**config.mk**
```make
export PLATFORM = sky130hd
export DESIGN_NAME = olb_book
export DESIGN_NICKNAME = d
export VERILOG_FILES = /design/src/rtl/olb_pkg.sv /design/src/rtl/olb_cell.sv /design/src/rtl/olb_book.sv
export SDC_FILE = /design/constraint.sdc
export NUM_CORES = 2
export LEC_CHECK = 0
export CAP_MARGIN = 20
export CORE_MARGIN = 3
export CORE_UTILIZATION = 35
export DETAILED_ROUTE_END_ITERATION = 8
export DONT_BUFFER_PORTS = 1
export PLACE_DENSITY = 0.58
export SYNTH_ARGS = -nofsm -noshare
export SYNTH_HDL_FRONTEND = slang
export SYNTH_HIERARCHICAL = 1
export SYNTH_SLANG_ARGS = --single-unit
export TNS_END_PERCENT = 10
```
**constraint.sdc**
```tcl
create_clock -name clk -period 11.6 [get_ports clk]
set_input_delay 2.32 -clock clk [delete_from_list [all_inputs] [get_ports clk]]
set_output_delay 2.32 -clock clk [all_outputs]
set_load 0.005 [all_outputs]
```
**src/rtl/olb_pkg.sv**
```systemverilog
// Shared types and constants for the limited-depth order book.
// Used by the channel interfaces, the level cell, the book chain and the top level.
// Depends on nothing else.
package olb_pkg;

  // Default number of price levels held per side.
  localparam int unsigned LEVELS_DEFAULT = 20;

  // Payload field widths.
  localparam int unsigned FUNC_W    = 2;
  localparam int unsigned PRICE_W   = 32;
  localparam int unsigned VOLUME_W  = 32;
  localparam int unsigned OUTCOME_W = 3;
  localparam int unsigned LEVELS_W  = 5;

  // Function codes carried by an input item.
  localparam logic [FUNC_W-1:0] FUNC_LEVEL = 2'd0;
  localparam logic [FUNC_W-1:0] FUNC_TOP   = 2'd1;
  localparam logic [FUNC_W-1:0] FUNC_CLEAR = 2'd2;

  // Side codes.
  localparam logic SIDE_BID = 1'b0;
  localparam logic SIDE_ASK = 1'b1;

  // Outcome codes carried by a result item.
  localparam logic [OUTCOME_W-1:0] OUT_UPDATED  = 3'd0;
  localparam logic [OUTCOME_W-1:0] OUT_INSERTED = 3'd1;
  localparam logic [OUTCOME_W-1:0] OUT_DELETED  = 3'd2;
  localparam logic [OUTCOME_W-1:0] OUT_IGNORED  = 3'd3;
  localparam logic [OUTCOME_W-1:0] OUT_CLEARED  = 3'd4;

  // What every cell of one book does in the apply cycle.
  typedef enum logic [2:0] {
    ACT_HOLD,
    ACT_VOLUME,
    ACT_DELETE,
    ACT_SORTED,
    ACT_FRONT
  } act_t;

  // Control broadcast from the top level to every cell of a book.
  typedef struct packed {
    logic cmp_en;
    logic apply_en;
    act_t act;
  } cell_ctl_t;

endpackage

```
**src/rtl/olb_cell.sv**
```systemverilog
// One price level of a book: stored price and volume, compare flags and shift logic.
// Depends on olb_pkg for the control struct and action codes.
module olb_cell #(
  parameter int unsigned INDEX = 0,
  parameter int unsigned CW    = 5,
  parameter bit          ASK   = 1'b0
) (
  input  logic                          clk,
  input  olb_pkg::cell_ctl_t            ctl,
  input  logic [CW-1:0]                 count,
  input  logic [olb_pkg::PRICE_W-1:0]   cmp_price,
  input  logic [olb_pkg::PRICE_W-1:0]   new_price,
  input  logic [olb_pkg::VOLUME_W-1:0]  new_volume,
  input  logic [olb_pkg::PRICE_W-1:0]   left_price,
  input  logic [olb_pkg::VOLUME_W-1:0]  left_volume,
  input  logic [olb_pkg::PRICE_W-1:0]   right_price,
  input  logic [olb_pkg::VOLUME_W-1:0]  right_volume,
  input  logic                          hit_in,
  input  logic                          worse_in,
  input  logic                          at_after_in,
  output logic [olb_pkg::PRICE_W-1:0]   price,
  output logic [olb_pkg::VOLUME_W-1:0]  volume,
  output logic [olb_pkg::PRICE_W-1:0]   price_next,
  output logic [olb_pkg::VOLUME_W-1:0]  volume_next,
  output logic                          hit_out,
  output logic                          worse_out,
  output logic                          at_after_out
);

  logic live;
  logic hit;
  logic worse;
  logic live_cmp;

  // Compare cycle: flag an exact price match and a worse level among valid entries.
  assign live_cmp = (CW'(INDEX) < count);

  always_ff @(posedge clk) begin
    if (ctl.cmp_en) begin
      live  <= live_cmp;
      hit   <= live_cmp && (price == cmp_price);
      worse <= live_cmp && (ASK ? (price > cmp_price) : (price < cmp_price));
    end
  end

  // Prefix flags handed down the chain towards the back of the book.
  assign hit_out      = hit_in | hit;
  assign worse_out    = worse_in | worse;
  assign at_after_out = (ctl.act == olb_pkg::ACT_FRONT) || worse_out || !live;

  // Apply cycle: hold, take a neighbour's level, write a new volume, or write the new level.
  always_comb begin
    price_next  = price;
    volume_next = volume;
    case (ctl.act)
      olb_pkg::ACT_VOLUME: begin
        if (hit && !hit_in) begin
          volume_next = new_volume;
        end
      end
      olb_pkg::ACT_DELETE: begin
        if (hit_out) begin
          price_next  = right_price;
          volume_next = right_volume;
        end
      end
      olb_pkg::ACT_SORTED, olb_pkg::ACT_FRONT: begin
        if (at_after_in) begin
          price_next  = left_price;
          volume_next = left_volume;
        end else if (at_after_out) begin
          price_next  = new_price;
          volume_next = new_volume;
        end
      end
      default: begin
        price_next  = price;
        volume_next = volume;
      end
    endcase
  end

  always_ff @(posedge clk) begin
    if (ctl.apply_en) begin
      price  <= price_next;
      volume <= volume_next;
    end
  end

endmodule

```
**src/rtl/olb_book.sv**
```systemverilog
// One side of the order book: a chain of level cells, best level at the front.
// Depends on olb_pkg and olb_cell.
module olb_book #(
  parameter int unsigned LEVELS = olb_pkg::LEVELS_DEFAULT,
  parameter int unsigned CW     = $clog2(LEVELS + 1),
  parameter bit          ASK    = 1'b0
) (
  input  logic                          clk,
  input  olb_pkg::cell_ctl_t            ctl,
  input  logic [CW-1:0]                 count,
  input  logic [olb_pkg::PRICE_W-1:0]   cmp_price,
  input  logic [olb_pkg::PRICE_W-1:0]   new_price,
  input  logic [olb_pkg::VOLUME_W-1:0]  new_volume,
  output logic                          any_hit,
  output logic [olb_pkg::PRICE_W-1:0]   head_price_next,
  output logic [olb_pkg::VOLUME_W-1:0]  head_volume_next
);

  logic [olb_pkg::PRICE_W-1:0]  price_w      [LEVELS];
  logic [olb_pkg::VOLUME_W-1:0] volume_w     [LEVELS];
  logic [olb_pkg::PRICE_W-1:0]  price_next_w [LEVELS];
  logic [olb_pkg::VOLUME_W-1:0] volume_next_w[LEVELS];
  logic [olb_pkg::PRICE_W-1:0]  left_price   [LEVELS];
  logic [olb_pkg::VOLUME_W-1:0] left_volume  [LEVELS];
  logic [olb_pkg::PRICE_W-1:0]  right_price  [LEVELS];
  logic [olb_pkg::VOLUME_W-1:0] right_volume [LEVELS];
  logic [LEVELS:0]              hit_chain;
  logic [LEVELS:0]              worse_chain;
  logic [LEVELS:0]              at_after_chain;

  // Nothing lies in front of the first cell.
  assign hit_chain[0]      = 1'b0;
  assign worse_chain[0]    = 1'b0;
  assign at_after_chain[0] = 1'b0;

  for (genvar i = 0; i < LEVELS; i++) begin : g_cell
    // Neighbour links; the ends of the chain see the new level or zero.
    if (i == 0) begin : g_head
      assign left_price[i]  = new_price;
      assign left_volume[i] = new_volume;
    end else begin : g_mid_left
      assign left_price[i]  = price_w[i-1];
      assign left_volume[i] = volume_w[i-1];
    end
    if (i == LEVELS - 1) begin : g_tail
      assign right_price[i]  = '0;
      assign right_volume[i] = '0;
    end else begin : g_mid_right
      assign right_price[i]  = price_w[i+1];
      assign right_volume[i] = volume_w[i+1];
    end

    olb_cell #(
      .INDEX (i),
      .CW    (CW),
      .ASK   (ASK)
    ) u_cell (
      .clk          (clk),
      .ctl          (ctl),
      .count        (count),
      .cmp_price    (cmp_price),
      .new_price    (new_price),
      .new_volume   (new_volume),
      .left_price   (left_price[i]),
      .left_volume  (left_volume[i]),
      .right_price  (right_price[i]),
      .right_volume (right_volume[i]),
      .hit_in       (hit_chain[i]),
      .worse_in     (worse_chain[i]),
      .at_after_in  (at_after_chain[i]),
      .price        (price_w[i]),
      .volume       (volume_w[i]),
      .price_next   (price_next_w[i]),
      .volume_next  (volume_next_w[i]),
      .hit_out      (hit_chain[i+1]),
      .worse_out    (worse_chain[i+1]),
      .at_after_out (at_after_chain[i+1])
    );
  end

  // A match anywhere in the book, and the front level after this update.
  assign any_hit          = hit_chain[LEVELS];
  assign head_price_next  = price_next_w[0];
  assign head_volume_next = volume_next_w[0];

endmodule

```
==> results.sh <==
export IMPL_run_status="finished clean"
export IMPL_via_count=91600
export IMPL_gp_congestion=0.826
export IMPL_critical_path_top_delay_family="simple AND/OR/NAND/NOR gates"
export IMPL_totalWireLength_mm=325
export IMPL_pwr_share_seq_pct=46.0
export IMPL_power_internal_uw=10300
export IMPL_post_route_period_util_pct=91.8
export IMPL_power_frac_clock_pct=35.9
export IMPL_synth_area_sq_um=114000
export IMPL_cts_inserted_buffers=172
export IMPL_worst_path_buf_inv=1
export IMPL_cts_tree="done"
export IMPL_wl_per_cell_um=20.8
export IMPL_synth_enable_flop_cells=1340
export IMPL_preCtsSetupSlack_ns=1.81
export IMPL_cts_max_level=4
export IMPL_most_common_layout_cells="1732 x sky130_fd_sc_hd__mux2i_1, 1340 x sky130_fd_sc_hd__edfxtp_1, 1277 x sky130_fd_sc_hd__nand2_1"
export IMPL_final_max_slew_viol_count=0
export IMPL_ir_drop_v=0.000116
export IMPL_max_freq_mhz=94.0
export IMPL_finalSetupViolations=0
export IMPL_timing_setup_critical_path_class="reg -> out"
export IMPL_syn_avg_cell_area_sq_um=9.74
export IMPL_cp_max_fo=35
export IMPL_initial_drc_count=6776
export IMPL_ys_async_sr_fraction_pct=0
export IMPL_worst_skew_pair_latency_ns=0.85
export IMPL_hpwlAfterDp_mm=233
export IMPL_final_period_minus_worst_setup_slack_ns=10.64
export IMPL_total_switching_power_uw=4250
export IMPL_grt_pass1_wl_mm=518
export IMPL_hold_worst_slack_ns=0.628
export IMPL_p_sw_share_pct=29.3
export IMPL_design_core_area_sq_um=322000
export IMPL_grt_max_degree=246
export IMPL_std_cell_rows=208
export IMPL_cts_resized_gates=0
export IMPL_max_slew_margin_rel_pct=1.46
export IMPL_critical_path_required_ns=9.28
export IMPL_power_density_nw_per_um2=118
export IMPL_ys_ff_latch=1340
export IMPL_ios=172
export IMPL_synthCells=11700
export IMPL_drt_drc_violations_left=0
export IMPL_layout_filler_cells=32300
export IMPL_io_buffers=0
export IMPL_clock_skew_final_ns=0.0479
export IMPL_crit_path_end_kind="output port"
export IMPL_clockRootBuffer="sky130_fd_sc_hd__clkbuf_16"
export IMPL_cts_path_max_buffers=4
export IMPL_global_route_usage_total_pct=18.6
export IMPL_maxCapViolCount=0
export IMPL_crit_path_start_kind="flop"
export IMPL_antenna_found_initial=1
export IMPL_rsz0062_at_grt="no"
export IMPL_p_comb_share_pct=18.1
export IMPL_floorplan_initialDensity_pct=35.3
export IMPL_fp_dieW_um=577
export IMPL_clk_transition_reported_paths_ns=0.06
export IMPL_placed_cells_incl_taps=15300
export IMPL_hold_class="reg -> reg"
export IMPL_yosys_warnings=6
export IMPL_postCtsHoldBufs=0
export IMPL_leakage_uw=0.0579
export IMPL_crit_chain="or2_2, or2_2, or2_2, or2_2, or2_2, or2_2, or2_2, or2_2, or2_2, or2_2, or2_2, or2_2, or2_2, or2_2, or2_2, or2_2, nor2_1, inv_2, or2_2, or2_2, or2_2"
export IMPL_post_cts_setup_buffer_count=0
export IMPL_mostFrequentLayoutCell="sky130_fd_sc_hd__mux2i_1"
export IMPL_hold_viol=0
export IMPL_die_height_um=577
export IMPL_crit_path_frequent_cell="sky130_fd_sc_hd__or2_2"
export IMPL_first_global_vias=92500
export IMPL_design_die_area_sq_um=332000
export IMPL_finalNetCount=12000
export IMPL_cts_num_sinks=1340
export IMPL_ant_nets=0
export IMPL_final_total_negative_setup_slack_ns=0
export IMPL_layout_setup_ws_ns=0.957
export IMPL_dpl_cell_area_sq_um=117000
export IMPL_post_route_non_filler_standard_cell_count=15600
export IMPL_globalRoute_totalOverflow=0
export IMPL_synth_sequential_area_ratio_pct=35.3
export IMPL_via_per_inst=5.85
export IMPL_worst_endpoint_data_arrival_time_ns=8.32
export IMPL_critical_path_max_stage_delay_ns=0.48
export IMPL_area_growth_synth_to_final_pct=7.58
export IMPL_unique_masters_post_synth=69
export IMPL_dominantRegCellSynth="sky130_fd_sc_hd__edfxtp_1"
export IMPL_critical_path_slowest_cell="sky130_fd_sc_hd__or2_2"
export IMPL_final_cell_area_sq_um=123000
export IMPL_fraction_of_final_layout_cells_with_drive_strength_greater_than_1_pct=8.20
export IMPL_worst_slew_pin_transition_ns=1.48
export IMPL_drt_first_pass_iters=6
==> flip-flops by register name, summed over array words and instances (netlist names) <==
signal                flops
g_cell.u_cell/worse      20
g_cell.u_cell/live       20
g_cell.u_cell/price     640
g_cell.u_cell/volume    640
g_cell.u_cell/hit        20
==> cell families after synthesis <==
| group | synth area share, % |
|---|---|
| simple gates | 7.64 |
| xor+xnor | 0.00769 |
| buf+inv | 6.13 |
| fa+ha+maj | 7.03 |
| mux | 21.5 |
| compound gates | 22.4 |
| flops | 35.3 |
| other cells | 0.00329 |
==> final timing paths <==
check	startpoint	to	slack, ns	depth (start not counted)
max	g_cell[0].u_cell/hit	any_hit	0.96	21
min	g_cell[19].u_cell/volume[26]	g_cell[19].u_cell/volume[26]	0.63	1
min reg2reg	g_cell[19].u_cell/volume[26]	g_cell[19].u_cell/volume[26]	0.63	1
max reg2reg	g_cell[0].u_cell/hit	g_cell[19].u_cell/volume[18]	2.74	25
==> power by group through the flow <==
stage	logic [uW]	registers [uW]	clock network [uW]
final	2630	6670	5210
after global routing	2990	6760	5510
after CTS	2590	6680	5350
after detailed placement	2580	6770	0
after global placement	2510	6780	0
after floorplan	2040	6510	0
==> cell usage after synthesis, drive strengths merged, types with 5 or more instances <==
cell | count | share of area, %
nand2 | 1277 | 4.2
nand2b | 18 | 0.099
or2 | 40 | 0.22
a2111oi | 5 | 0.038
or3b | 21 | 0.16
nor3b | 22 | 0.31
and3 | 9 | 0.049
nor3 | 24 | 0.11
o221ai | 5 | 0.038
buf | 325 | 2.0
edfxtp | 1340 | 35
mux2 | 635 | 6.3
a221oi | 29 | 0.22
and3b | 14 | 0.11
o211ai | 26 | 0.17
a211oi | 19 | 0.13
a221o | 639 | 5.6
inv | 709 | 2.3
a31oi | 6 | 0.033
and2 | 16 | 0.088
o21ai | 1827 | 8.0
or3 | 21 | 0.12
ha | 640 | 7.0
and4 | 26 | 0.20
a21oi | 336 | 1.5
nor2b | 47 | 0.26
mux2i | 1732 | 15
nor2 | 138 | 0.46
a21boi | 6 | 0.040
nor4 | 28 | 0.15
a21o | 99 | 0.65
clkbuf | 548 | 1.8
a22oi | 624 | 4.1
a211o | 7 | 0.054
nand3 | 62 | 0.27
a22o | 186 | 1.4
nand4 | 103 | 0.57
or4 | 8 | 0.053
nand3b | 27 | 0.18
o21a | 19 | 0.13
==> final cells by class <==
type / count / area (sq um) / share of cell area [%]
Clock inverter: 75 / 589 / 0.481
Clock buffer: 216 / 4550 / 3.72
Tap cell: 4305 / 5390 / 4.39
Timing Repair Buffer: 158 / 1780 / 1.46
Multi-Input combinational cell: 8841 / 67300 / 54.9
Inverter: 709 / 2660 / 2.17
Sequential cell: 1340 / 40200 / 32.8
Antenna cell: 2 / 5.00 / 0.00408
==> metrics by stage <==
step | total power, uW | util, %
after floorplan | 8550 | -
after global placement | 9290 | 36.2
after detailed placement | 9350 | 36.2
after CTS | 14600 | 37.8
after global routing | 15300 | 38.0
final | 14500 | 38.0
==> metal layers <==
layer | GRT usage (%) | wire length, um | vias to the layer above
li1 | - | - | 44000
met1 | 22.8 | 138000 | 45700
met2 | 35.1 | 171000 | 1431
met3 | 1.55 | 9320 | 406
met4 | 4.05 | 6290 | 0
met5 | 0 | 0 | -
No activity file was read; power rests on OpenSTA's default activity.
